**src/design/hpd_pkg.sv**
```systemverilog
// ----------------------------------------------------------------------------
// hpd_pkg: shared types and constants of the haptic pattern duty generator
// Beat layouts, configuration bundle, job record and arithmetic constants.
// ----------------------------------------------------------------------------
package hpd_pkg;

	localparam int MAX_MOTORS = 8;
	localparam int IDX_W      = $clog2(MAX_MOTORS);
	localparam int CNT_W      = $clog2(MAX_MOTORS + 1);

	localparam int TIME_W     = 32;
	localparam int STEP_BITS  = 4;
	localparam int DIV_STEPS  = TIME_W / STEP_BITS;
	localparam int DSTEP_W    = $clog2(DIV_STEPS);

	localparam int QDEPTH     = 2;
	localparam int QPTR_W     = $clog2(QDEPTH);

	// floor(x / 100) = (x * RECIP100) >> SHIFT100, exact for x < 2^30 / 76
	localparam logic [23:0] RECIP100 = 24'd10737419;
	localparam int          SHIFT100 = 30;
	// floor(x / 3) = (x * RECIP3) >> SHIFT3, exact for x < 2^17
	localparam logic [15:0] RECIP3   = 16'd43691;
	localparam int          SHIFT3   = 17;

	localparam logic [6:0] PCT_FULL = 7'd100;

	// configuration register indexes
	localparam logic [2:0] REG_MAX_DUTY   = 3'd0;
	localparam logic [2:0] REG_MOTORS     = 3'd1;
	localparam logic [2:0] REG_PULSE_PER  = 3'd2;
	localparam logic [2:0] REG_PULSE_ON   = 3'd3;
	localparam logic [2:0] REG_WAVE_STEP  = 3'd4;
	localparam logic [2:0] REG_BEAT_PER   = 3'd5;
	localparam logic [2:0] REG_BEAT_ON    = 3'd6;
	localparam logic [2:0] REG_BEAT_GAP   = 3'd7;

	typedef enum logic [1:0] {
		OP_CONST = 2'd0,
		OP_PULSE = 2'd1,
		OP_WAVE  = 2'd2,
		OP_BEAT  = 2'd3
	} op_t;

	typedef struct packed {
		op_t                op;
		logic signed [15:0] intensity;
		logic [31:0]        time_ms;
	} cmd_t;

	typedef struct packed {
		logic [2:0]  motor_index;
		logic [15:0] duty;
		logic        last;
	} res_t;

	typedef struct packed {
		logic [15:0] max_duty;
		logic [3:0]  motor_count;
		logic [15:0] pulse_period;
		logic [15:0] pulse_on_time;
		logic [15:0] wave_step_time;
		logic [15:0] beat_period;
		logic [15:0] beat_on_time;
		logic [15:0] beat_gap_time;
	} cfg_t;

	// classified item handed from the front to the back
	typedef struct packed {
		op_t              op;
		logic [15:0]      duty;
		logic [15:0]      duty3;
		logic [31:0]      pos;
		logic [IDX_W-1:0] prim;
	} job_t;

	function automatic logic [CNT_W-1:0] eff_motors(input cfg_t c);
		logic [CNT_W-1:0] lim;
		lim = CNT_W'(MAX_MOTORS);
		if (CNT_W'(c.motor_count) > lim) begin
			return lim;
		end
		return CNT_W'(c.motor_count);
	endfunction

endpackage

```
**src/design/hpd_front.sv**
```systemverilog
// ----------------------------------------------------------------------------
// hpd_front: command intake and classification
// Scales the intensity, divides the timestamp by the pattern period four
// bits a cycle (last step held while the queue is full), queues the job.
// ----------------------------------------------------------------------------
module hpd_front (
	input  logic          clk,
	input  logic          arst_n,
	input  hpd_pkg::cfg_t cfg,
	input  logic          cmd_valid,
	output logic          cmd_stall,
	input  hpd_pkg::cmd_t cmd,
	output logic          push,
	output hpd_pkg::job_t job,
	input  logic          q_full
);
	import hpd_pkg::*;

	typedef enum logic {F_IDLE, F_DIV} fstate_t;

	fstate_t            state_q;
	logic [DSTEP_W-1:0] cnt_q;

	op_t              op_q;
	logic [6:0]       pct_q;
	logic [31:0]      time_q;
	logic [31:0]      dvd_q;
	logic [15:0]      div_q;
	logic             divz_q;
	logic [15:0]      rem_q;
	logic [IDX_W-1:0] mod_q;
	logic [22:0]      prod_q;
	logic [46:0]      scaled_q;
	logic [31:0]      d3_q;

	logic [CNT_W-1:0] n;
	logic [6:0]       pct_in;
	logic             accept;
	logic             last_step;
	logic             done_ok;
	logic             step_en;
	logic [15:0]      rem_nx;
	logic [31:0]      dvd_nx;
	logic [IDX_W-1:0] mod_nx;
	logic [15:0]      duty_w;
	logic [15:0]      div_sel;

	assign n         = eff_motors(cfg);
	assign last_step = (state_q == F_DIV) && (cnt_q == DSTEP_W'(DIV_STEPS - 1));
	assign done_ok   = !q_full || (n == '0);
	assign step_en   = !(last_step && !done_ok);
	assign cmd_stall = (state_q == F_DIV) && !(last_step && done_ok);
	assign accept    = cmd_valid && !cmd_stall;
	assign push      = last_step && done_ok && (n != '0);

	// percent clamp: negative -> 0, above full scale -> 100
	always_comb begin
		priority if (cmd.intensity[15]) begin
			pct_in = '0;
		end else if (cmd.intensity > 16'sd100) begin
			pct_in = PCT_FULL;
		end else begin
			pct_in = cmd.intensity[6:0];
		end
	end

	always_comb begin
		unique case (cmd.op)
			OP_WAVE: div_sel = cfg.wave_step_time;
			OP_BEAT: div_sel = cfg.beat_period;
			default: div_sel = cfg.pulse_period;
		endcase
	end

	// restoring division, quotient folded mod n on the fly
	always_comb begin : div_step
		logic [15:0]      r;
		logic [31:0]      d;
		logic [IDX_W-1:0] m;
		logic [16:0]      r2;
		logic [IDX_W:0]   m2;
		logic             ge;
		r = rem_q;
		d = dvd_q;
		m = mod_q;
		for (int j = 0; j < STEP_BITS; j++) begin
			r2 = {r, d[31]};
			d  = {d[30:0], 1'b0};
			ge = (r2 >= {1'b0, div_q});
			r  = ge ? 16'(r2 - {1'b0, div_q}) : r2[15:0];
			m2 = {m, ge};
			m  = (CNT_W'(m2) >= n) ? IDX_W'(CNT_W'(m2) - n) : m2[IDX_W-1:0];
		end
		rem_nx = r;
		dvd_nx = d;
		mod_nx = m;
	end

	assign duty_w = scaled_q[SHIFT100 +: 16];

	always_comb begin
		job.op    = op_q;
		job.duty  = duty_w;
		job.duty3 = 16'(d3_q >> SHIFT3);
		job.pos   = divz_q ? time_q : 32'(rem_nx);
		job.prim  = divz_q ? '0 : mod_nx;
	end

	always_ff @(posedge clk or negedge arst_n) begin
		if (!arst_n) begin
			state_q <= F_IDLE;
			cnt_q   <= '0;
		end else begin
			if (accept) begin
				state_q <= F_DIV;
				cnt_q   <= '0;
			end else if ((state_q == F_DIV) && step_en) begin
				if (last_step) begin
					state_q <= F_IDLE;
				end
				cnt_q <= cnt_q + 1'b1;
			end
		end
	end

	always_ff @(posedge clk) begin
		if (accept) begin
			op_q   <= cmd.op;
			pct_q  <= pct_in;
			time_q <= cmd.time_ms;
			dvd_q  <= cmd.time_ms;
			div_q  <= div_sel;
			divz_q <= (div_sel == '0);
			rem_q  <= '0;
			mod_q  <= '0;
		end else if ((state_q == F_DIV) && step_en) begin
			dvd_q <= dvd_nx;
			rem_q <= rem_nx;
			mod_q <= mod_nx;
		end
		// scaling chain: prod_q, then scaled_q, then d3_q
		prod_q   <= pct_q * cfg.max_duty;
		scaled_q <= prod_q * RECIP100;
		d3_q     <= duty_w * RECIP3;
	end

	a_busy_stalls: assert property (@(posedge clk) disable iff (!arst_n)
		(state_q == F_DIV && cnt_q != DSTEP_W'(DIV_STEPS - 1)) |-> cmd_stall)
		else $error("front took a command mid-division");

endmodule

```
**src/design/hpd_queue.sv**
```systemverilog
// ----------------------------------------------------------------------------
// hpd_queue: job queue between front and back
// Small flop FIFO so the divider and the beat sequencer stall independently.
// ----------------------------------------------------------------------------
module hpd_queue (
	input  logic          clk,
	input  logic          arst_n,
	input  logic          push,
	input  hpd_pkg::job_t wr_job,
	output logic          full,
	input  logic          pop,
	output hpd_pkg::job_t rd_job,
	output logic          empty
);
	import hpd_pkg::*;

	job_t              mem_q [QDEPTH];
	logic [QPTR_W-1:0] wr_ptr_q;
	logic [QPTR_W-1:0] rd_ptr_q;
	logic [QPTR_W:0]   cnt_q;

	assign full   = (cnt_q == (QPTR_W + 1)'(QDEPTH));
	assign empty  = (cnt_q == '0);
	assign rd_job = mem_q[rd_ptr_q];

	always_ff @(posedge clk or negedge arst_n) begin
		if (!arst_n) begin
			wr_ptr_q <= '0;
			rd_ptr_q <= '0;
			cnt_q    <= '0;
		end else begin
			if (push) begin
				wr_ptr_q <= (wr_ptr_q == QPTR_W'(QDEPTH - 1)) ? '0 : wr_ptr_q + 1'b1;
			end
			if (pop) begin
				rd_ptr_q <= (rd_ptr_q == QPTR_W'(QDEPTH - 1)) ? '0 : rd_ptr_q + 1'b1;
			end
			unique case ({push, pop})
				2'b10:   cnt_q <= cnt_q + 1'b1;
				2'b01:   cnt_q <= cnt_q - 1'b1;
				default: cnt_q <= cnt_q;
			endcase
		end
	end

	always_ff @(posedge clk) begin
		if (push) begin
			mem_q[wr_ptr_q] <= wr_job;
		end
	end

	a_no_overrun: assert property (@(posedge clk) disable iff (!arst_n)
		!(push && full && !pop) && !(pop && empty))
		else $error("queue overrun or underrun");

endmodule

```
**src/design/hpd_back.sv**
```systemverilog
// ----------------------------------------------------------------------------
// hpd_back: per-motor beat sequencer
// Walks motors 0..n-1 of the current job, one beat a cycle while the output
// is not stalled, into the output register.
// ----------------------------------------------------------------------------
module hpd_back (
	input  logic          clk,
	input  logic          arst_n,
	input  hpd_pkg::cfg_t cfg,
	input  hpd_pkg::job_t q_job,
	input  logic          q_empty,
	output logic          pop,
	output logic          res_valid,
	input  logic          res_stall,
	output hpd_pkg::res_t res
);
	import hpd_pkg::*;

	job_t             cur_q;
	logic             cur_vld_q;
	logic [IDX_W-1:0] idx_q;
	res_t             res_q;
	logic             res_vld_q;

	logic [CNT_W-1:0] n;
	logic [CNT_W-1:0] idx_w;
	logic [CNT_W-1:0] sec;
	logic [CNT_W-1:0] b;
	logic             out_free;
	logic             beat_go;
	logic             is_last;
	logic             center;
	logic             outer;
	logic [16:0]      th_on;
	logic [16:0]      th_gap;
	logic [17:0]      th_two;
	logic [15:0]      duty_calc;

	assign n        = eff_motors(cfg);
	assign idx_w    = CNT_W'(idx_q);
	assign out_free = !res_vld_q || !res_stall;
	assign beat_go  = cur_vld_q && out_free;
	assign is_last  = (idx_w == n - 1'b1);
	assign pop      = !q_empty && (!cur_vld_q || (beat_go && is_last));

	// wave neighbor and heartbeat centre pair A = n/2-1, B = n/2
	assign sec    = (CNT_W'(cur_q.prim) + 1'b1 == n) ? '0 : CNT_W'(cur_q.prim) + 1'b1;
	assign b      = n >> 1;
	assign center = ((b != '0) && (idx_w == b - 1'b1)) || (idx_w == b);
	assign outer  = ((b >= CNT_W'(2)) && (idx_w == b - CNT_W'(2))) || (idx_w == b + 1'b1);
	assign th_on  = 17'(cfg.beat_on_time);
	assign th_gap = th_on + 17'(cfg.beat_gap_time);
	assign th_two = 18'(th_gap) + 18'(cfg.beat_on_time);

	always_comb begin
		duty_calc = '0;
		unique case (cur_q.op)
			OP_CONST: duty_calc = cur_q.duty;
			OP_PULSE: begin
				if (cur_q.pos < 32'(cfg.pulse_on_time)) begin
					duty_calc = cur_q.duty;
				end
			end
			OP_WAVE: begin
				priority if (idx_q == cur_q.prim) begin
					duty_calc = cur_q.duty;
				end else if (idx_w == sec) begin
					duty_calc = cur_q.duty >> 1;
				end else begin
					duty_calc = '0;
				end
			end
			OP_BEAT: begin
				priority if (cur_q.pos < 32'(th_on)) begin
					if (center) begin
						duty_calc = cur_q.duty;
					end else if (outer) begin
						duty_calc = cur_q.duty3;
					end
				end else if (cur_q.pos < 32'(th_gap)) begin
					duty_calc = '0;
				end else if (cur_q.pos < 32'(th_two)) begin
					if (center) begin
						duty_calc = cur_q.duty;
					end
				end else begin
					duty_calc = '0;
				end
			end
		endcase
	end

	always_ff @(posedge clk or negedge arst_n) begin
		if (!arst_n) begin
			cur_vld_q <= 1'b0;
			idx_q     <= '0;
			res_vld_q <= 1'b0;
		end else begin
			if (pop) begin
				cur_vld_q <= 1'b1;
				idx_q     <= '0;
			end else if (beat_go) begin
				if (is_last) begin
					cur_vld_q <= 1'b0;
				end
				idx_q <= idx_q + 1'b1;
			end
			if (beat_go) begin
				res_vld_q <= 1'b1;
			end else if (out_free) begin
				res_vld_q <= 1'b0;
			end
		end
	end

	always_ff @(posedge clk) begin
		if (pop) begin
			cur_q <= q_job;
		end
		if (beat_go) begin
			res_q.motor_index <= idx_q;
			res_q.duty        <= duty_calc;
			res_q.last        <= is_last;
		end
	end

	assign res_valid = res_vld_q;
	assign res       = res_q;

	a_last_is_top: assert property (@(posedge clk) disable iff (!arst_n)
		(res_vld_q && res_q.last) |-> (CNT_W'(res_q.motor_index) == n - 1'b1))
		else $error("last flag on wrong motor");

	a_index_walk: assert property (@(posedge clk) disable iff (!arst_n)
		(res_vld_q && !res_stall && !res_q.last) |=>
		(res_vld_q && res_q.motor_index == $past(res_q.motor_index) + 1'b1))
		else $error("motor beats not contiguous");

	a_duty_cap: assert property (@(posedge clk) disable iff (!arst_n)
		res_vld_q |-> (res_q.duty <= cfg.max_duty))
		else $error("duty above max_duty");

endmodule

```
**src/design/haptic_pattern_duty_generator_top.sv**
```systemverilog
// ----------------------------------------------------------------------------
// haptic_pattern_duty_generator_top: pattern to per-motor PWM duty
// Configuration registers, classifying front end, job queue, beat sequencer.
// ----------------------------------------------------------------------------
// Usage
//   cmd channel: one beat carries op, intensity and time_ms; taken at a clock
//   edge with cmd_valid high and cmd_stall low.
//   res channel: one beat per motor in use, motor 0 first, last set on motor
//   n-1 (n = motor_count, capped at 8); taken with res_valid high and
//   res_stall low. motor_count of zero yields no beats.
//   cfg port: cfg_we writes cfg_data into register cfg_idx at the clock edge;
//   write only while no command is in flight.
// Timing
//   The front divides time_ms by the selected period four quotient bits per
//   cycle, the last step waiting while the queue is full; the next command
//   is taken during the last divide step. The back pops each job from the
//   queue and registers its result beats, one beat per cycle while
//   res_stall is low. Sustained rate is bounded by the divider in the front
//   and by one beat a cycle in the back.
// Reset: arst_n low clears all handshake state and loads register defaults.
// Back pressure: a stalled result beat holds in the output register; the
//   two-entry job queue fills, then cmd_stall rises.
// ----------------------------------------------------------------------------
module haptic_pattern_duty_generator_top (
	input  logic          clk,
	input  logic          arst_n,
	input  logic          cmd_valid,
	output logic          cmd_stall,
	input  hpd_pkg::cmd_t cmd,
	output logic          res_valid,
	input  logic          res_stall,
	output hpd_pkg::res_t res,
	input  logic          cfg_we,
	input  logic [2:0]    cfg_idx,
	input  logic [15:0]   cfg_data
);
	import hpd_pkg::*;

	cfg_t cfg_q;
	job_t f_job;
	job_t q_job;
	logic push;
	logic pop;
	logic q_full;
	logic q_empty;

	// register file, defaults per spec
	always_ff @(posedge clk or negedge arst_n) begin
		if (!arst_n) begin
			cfg_q.max_duty       <= 16'd255;
			cfg_q.motor_count    <= 4'd8;
			cfg_q.pulse_period   <= 16'd1000;
			cfg_q.pulse_on_time  <= 16'd500;
			cfg_q.wave_step_time <= 16'd200;
			cfg_q.beat_period    <= 16'd1200;
			cfg_q.beat_on_time   <= 16'd100;
			cfg_q.beat_gap_time  <= 16'd100;
		end else if (cfg_we) begin
			unique case (cfg_idx)
				REG_MAX_DUTY:  cfg_q.max_duty       <= cfg_data;
				REG_MOTORS:    cfg_q.motor_count    <= cfg_data[3:0];
				REG_PULSE_PER: cfg_q.pulse_period   <= cfg_data;
				REG_PULSE_ON:  cfg_q.pulse_on_time  <= cfg_data;
				REG_WAVE_STEP: cfg_q.wave_step_time <= cfg_data;
				REG_BEAT_PER:  cfg_q.beat_period    <= cfg_data;
				REG_BEAT_ON:   cfg_q.beat_on_time   <= cfg_data;
				REG_BEAT_GAP:  cfg_q.beat_gap_time  <= cfg_data;
			endcase
		end
	end

	// front: intensity scaling and period division
	hpd_front u_front (
		.clk       (clk),
		.arst_n    (arst_n),
		.cfg       (cfg_q),
		.cmd_valid (cmd_valid),
		.cmd_stall (cmd_stall),
		.cmd       (cmd),
		.push      (push),
		.job       (f_job),
		.q_full    (q_full)
	);

	// decouples the divider from the beat sequencer
	hpd_queue u_queue (
		.clk    (clk),
		.arst_n (arst_n),
		.push   (push),
		.wr_job (f_job),
		.full   (q_full),
		.pop    (pop),
		.rd_job (q_job),
		.empty  (q_empty)
	);

	// back: one duty beat per motor
	hpd_back u_back (
		.clk       (clk),
		.arst_n    (arst_n),
		.cfg       (cfg_q),
		.q_job     (q_job),
		.q_empty   (q_empty),
		.pop       (pop),
		.res_valid (res_valid),
		.res_stall (res_stall),
		.res       (res)
	);

endmodule

```
**config.mk**
```make
export PLATFORM = sky130hd
export DESIGN_NAME = haptic_pattern_duty_generator_top
export DESIGN_NICKNAME = d
export VERILOG_FILES = /design/src/design/hpd_pkg.sv /design/src/design/hpd_front.sv /design/src/design/hpd_queue.sv /design/src/design/hpd_back.sv /design/src/design/haptic_pattern_duty_generator_top.sv
export SDC_FILE = /design/constraint.sdc
export NUM_CORES = 2
export LEC_CHECK = 0
export BUFFER_PORTS_ARGS = -buffer_cell sky130_fd_sc_hd__buf_2
export CAP_MARGIN = 20
export CORE_MARGIN = 4
export CORE_UTILIZATION = 55
export CTS_CLUSTER_DIAMETER = 200
export DETAILED_ROUTE_END_ITERATION = 10
export GPL_ROUTABILITY_DRIVEN = 0
export GPL_TIMING_DRIVEN = 0
export PLACE_DENSITY = 0.79
export SLEW_MARGIN = 20
export SYNTH_ARGS = -nofsm -noshare
export SYNTH_HDL_FRONTEND = slang
export SYNTH_SLANG_ARGS = --single-unit
export TNS_END_PERCENT = 10
```
**constraint.sdc**
```tcl
create_clock -name clk -period 14.5 [get_ports clk]
set_clock_uncertainty 0.2 [all_clocks]
set_input_delay 1.45 -clock clk [delete_from_list [all_inputs] [get_ports clk]]
set_output_delay 1.45 -clock clk [all_outputs]
set_load 0.005 [all_outputs]
```
== Word level (Yosys, flattened, before mapping) ==
Memory sizes are Yosys's and may differ from the RTL's. A register that Yosys moved wholly into a read port is not among the register bits.
Cells that the tools add are included.

* $add $sub $neg: 21
* $mul: 3
* Magnitude comparators: 15
* Eq/ne operators: 24
* Mux-type cells: 45
* Reduce and logical (&&, ||, !) cells: 50

{| class="wikitable"
|+ Operators with widths
! cell !! count
|-
| $mux 16 || 12
|-
| $mux 32 || 3
|-
| $ge 17x16->1 || 4
|-
| $lt 32x16->1 || 2
|-
| $pmux 16 s4 || 1
|-
| $sub 16x16->16 || 4
|-
| $mul 23x24->46 const B || 1
|-
| $lt 32x17->1 || 1
|-
| $lt 32x18->1 || 1
|-
| $mul 16x16->32 const B || 1
|-
| $pmux 16 s2 || 1
|-
| $mux 3 || 9
|-
| $mul 7x16->23 || 1
|-
| $eq 3x4->1 || 5
|-
| $reduce_and 2->1 || 10
|-
| $add 17x16->18 || 1
|-
| $add 16x16->17 || 1
|-
| $ge 4x4->1 || 4
|-
| $gt 16x8->1 const B || 1
|-
| $logic_not 16->1 || 1
|-
| $eq 3x3->1 const B || 5
|-
| $mux 15 || 1
|-
| $mux 1 || 13
|-
| $eq 2x2->1 const B || 6
|-
| other kinds (28) || 69
|}

* Flip-flop bits (word level): 375
* Memory bits (writable): 136
* Input bits: 74
* Output and inout bits: 22
* Memories: 1

{| class="wikitable"
|+ Memories
! name !! depth !! bits a word !! read ports !! clocked after memory_dff !! write ports !! line !! source
|-
| u_queue.mem_q || 2 || 68 || 1 || 1 || 1 || hpd_queue.sv:17 || <nowiki>job_t mem_q [QDEPTH];</nowiki>
|}

== Depth between registers and ports, before layout ==
* Word-level depth: 12
* Mapped depth: 54
* Gate-level depth less buffers: 50

== Hierarchy ==
A second synthesis with hierarchy kept.

* Cell total of the unflattened synthesis: 3733
* Area total of the unflattened synthesis: 43045.0 sq um

{| class="wikitable"
|+ By module, submodules not included
! module !! times used !! cells each !! area each (sq um)
|-
| hpd_front || 1 || 2568 || 26006.2
|-
| hpd_back || 1 || 681 || 7013.0
|-
| hpd_queue || 1 || 231 || 5515.3
|-
| haptic_pattern_duty_generator_top || 1 || 253 || 4510.6
|}

== Worst setup path before layout ==
Ideal clock, no wire load.

* Path type: reg2reg
* From: reg u_front.div_q[1]
* To: mem u_queue.mem_q[0][0] (netlist bit) (data pin)
* Library setup time: 0.267 ns
* Arrival: 10.986 ns
* Data required time: 14.033 ns
* Slack: 3.047 ns
* Stages on the path, launching flop included: 51
* Period minus slack after synthesis: 11.453 ns
* Cells stage by stage: edfxtp_1 -> inv_1 -> ha_1 -> nor2b_1 -> o31ai_4 -> a211oi_2 -> o21ai_1 -> and3_1 -> buf_4 -> clkbuf_1 -> mux2_2 -> ha_1 -> or4_1 -> o21ai_2 -> o21ai_1 -> a221o_1 -> a221oi_2 -> nand2_1 -> (+15 left out) -> nor2b_1 -> o31a_1 -> o211ai_1 -> nand3_1 -> nand3_1 -> a31oi_1 -> or3_1 -> a211oi_1 -> mux2i_4 -> buf_6 -> inv_1 -> ha_1 -> fa_1 -> nand2_1 -> a21o_1 -> a21oi_1 -> mux2i_1 -> nor2_1

{| class="wikitable"
|+ RTL lines
! what !! line !! source
|-
| start, declared || hpd_front.sv:28 || <nowiki>logic [15:0] div_q;</nowiki>
|-
| start signal, assigned || hpd_front.sv:132 || <nowiki>div_q <= div_sel;</nowiki>
|-
| end, declared || hpd_queue.sv:17 ||
|}

==> results.sh <==
export IMPL_coreArea_um2=76200
export IMPL_hold_class="reg2reg"
export IMPL_yosys_warnings=0
export IMPL_cap_violations=0
export IMPL_cts_buffer_depth=3
export IMPL_hold_viol_final=0
export IMPL_slowest_stage="edfxtp_1"
export IMPL_slowest_delay_ns=0.50
export IMPL_area_growth_pct=9.30
export IMPL_routed_wl_mm=98.2
export IMPL_synth_top_area_share_pct=22.2
export IMPL_cts_setup_buffers=0
export IMPL_ys_top_cells_by_count="inv_1 (611), ha_1 (588), fa_1 (356), edfxtp_1 (314)"
export IMPL_status="finished clean"
export IMPL_die_y_um=286
export IMPL_worst_slew_pin_slew_ns=1.28
export IMPL_num_vias=28400
export IMPL_cts_sink_count=516
export IMPL_fin_area_um2=46300
export IMPL_synthTopCellsByArea="edfxtp_1 (22%), ha_1 (17%), fa_1 (17%)"
export IMPL_io_buffers=91
export IMPL_io_pins=96
export IMPL_drt_iter0_drc=1775
export IMPL_whs_ns=0.227
export IMPL_wl_per_cell_um=19.7
export IMPL_tns_ns=0
export IMPL_yosysTopAreaCell="edfxtp_1"
export IMPL_endpoint_kind="flip-flop"
export IMPL_synth_most_common_cell="inv_1"
export IMPL_grt_pass1_wl_mm=157
export IMPL_postCtsHoldBufs=0
export IMPL_period_minus_slack_ns=13.74
export IMPL_clock_fmax_mhz=72.8
export IMPL_crit_top_cell="ha_1"
export IMPL_critical_path_class="reg2reg"
export IMPL_clk_pin_slew_worst_paths_ns=0.06
export IMPL_grt_pass1_vias=29500
export IMPL_viasPerCell=5.68
export IMPL_antenna_found_initial=7
export IMPL_post_dp_cell_area_um2=44500
export IMPL_synth_edf_count=314
export IMPL_final_setup_viol_count=0
export IMPL_post_cts_resized=0
export IMPL_netlist_instances=3763
export IMPL_timing_slew_headroom_pct=14.4
export IMPL_synth_avg_cell_area_um2=11.3
export IMPL_synth_seq_cells=516
export IMPL_grt_usage_pct=24.3
export IMPL_required_ns=14.63
export IMPL_num_nets_final=4939
export IMPL_drtPass1Iterations=6
export IMPL_synth_nets=4781
export IMPL_yosysSeqAreaShare_pct=33.4
export IMPL_start_util_pct=55.6
export IMPL_worstPathMaxFanout=10
export IMPL_min_period_over_period_pct=94.8
export IMPL_dpl_hpwl_mm=77.9
export IMPL_rows=101
export IMPL_drc_errors=0
export IMPL_synth_flop_cell="edfxtp_1"
export IMPL_cts_root_buf="clkbuf_16"
export IMPL_rsz0062_at_grt="no"
export IMPL_grt_overflow=0
export IMPL_synthArstFlopShare_pct=25.0
export IMPL_crit_path_start_kind="flip-flop"
export IMPL_clkLatencyLatePin_ns=0.63
export IMPL_die_area_um2=81600
export IMPL_grt_max_degree=84
export IMPL_slew_viol_final=0
export IMPL_numCtsBuffers=53
export IMPL_cts_tree="done"
export IMPL_worstPathArrival_ns=13.88
export IMPL_htree_levels=2
export IMPL_synth_area_um2=42400
export IMPL_synth_cell_types=81
export IMPL_ant_nets=0
export IMPL_drive_gt1_share_pct=13.1
export IMPL_chipWidth_um=286
routing by layer:
layer | routed length, µm | track usage, %
met5 | 36 | 0
met4 | 5280 | 11.7
met3 | 6140 | 3.80
met2 | 47200 | 40.4
met1 | 39500 | 31.1
metrics by stage:
step / setup slack (ns) / utilization [%] / cells
floorplan: 3.05 / - / 3763
detailed placement: 0.368 / 58.4 / 4896
global placement: 0.542 / 57.9 / 4884
global route: 0.00817 / 60.8 / 4996
CTS: 0.321 / 60.8 / 4996
finish: 0.757 / 60.8 / 4998
area by class of cell:
class | count | area [µm²]
diodes | 2 | 5.00
plain buffers | 71 | 284
clock buffers | 69 | 1460
clock inverters | 31 | 362
fillers | 5879 | 29900
inverters | 612 | 2300
multi-input cells | 2564 | 25700
flip-flops and latches | 516 | 14200
well taps | 1030 | 1290
repair buffers | 103 | 781
placed cells by master, fill, tap and decap left out, drive strengths merged, types with 25 or more instances in the layout:
cell / instances
inv: 617
ha: 588
fa: 356
edfxtp: 314
mux2: 259
nand2: 254
clkbuf: 128
a21oi: 126
nor2: 120
buf: 115
o21ai: 108
xnor2: 95
dfrtp: 95
a21o: 75
dfxtp: 73
and2: 65
xor2: 56
nand3: 45
nand4: 42
mux2i: 40
dfstp: 34
nor3: 32
nand2b: 27
o21a: 25
final timing paths:
| kind | start | cells past startpoint | slack (ns) | to |
|---|---|---|---|---|
| max | u_front.div_q[1] | 54 | 0.76 | u_queue.mem_q[1][2] |
| min | u_front.d3_q[29] | 0 | 0.23 | u_queue.mem_q[1][47] |
| max reg2reg | u_front.div_q[1] | 54 | 0.76 | u_queue.mem_q[1][2] |
| min reg2reg | u_front.d3_q[29] | 0 | 0.23 | u_queue.mem_q[1][47] |
| max in group asynchronous | arst_n | 2 | 12.79 | cfg_q[6] |
| min in group asynchronous | arst_n | 1 | 0.53 | cfg_q[33] |
cell families (layout without fill, tap and decap cells):
group / Yosys count / in the layout / share of synthesized area [%]
muxes: 299 / 299 / 7.85
xor gates and xnor gates: 151 / 151 / 3.12
and+or+nand+nor: 683 / 683 / 7.76
DFF: 516 / 516 / 33.4
buffers and inverters: 683 / 886 / 6.08
other: 0 / 2 / 0
adders and majority gates: 944 / 944 / 34.2
AOI/OAI and AO/OA: 487 / 487 / 7.62
sequential cells by signal, summed over array words and instances, names as in the netlist, 20 cells and up:
name	count
u_back.res	20
cfg_q	116
u_front.time_q	32
u_front.dvd_q	32
u_queue.mem_q	136
u_back.cur_q	68
u_front.prod_q	23
worst max-delay path: cells and delay by family, from the launching register on:
family	cells	cell delay, ns
mux	3	0.98
flops	1	0.50
fa+ha+maj	6	1.61
buf+inv	9	2.06
compound gates	24	6.09
simple gates	12	1.98
Power is left out: the tool's default activity adds up to more than one toggle a clock period on the data nets, which glitch-free logic cannot reach.
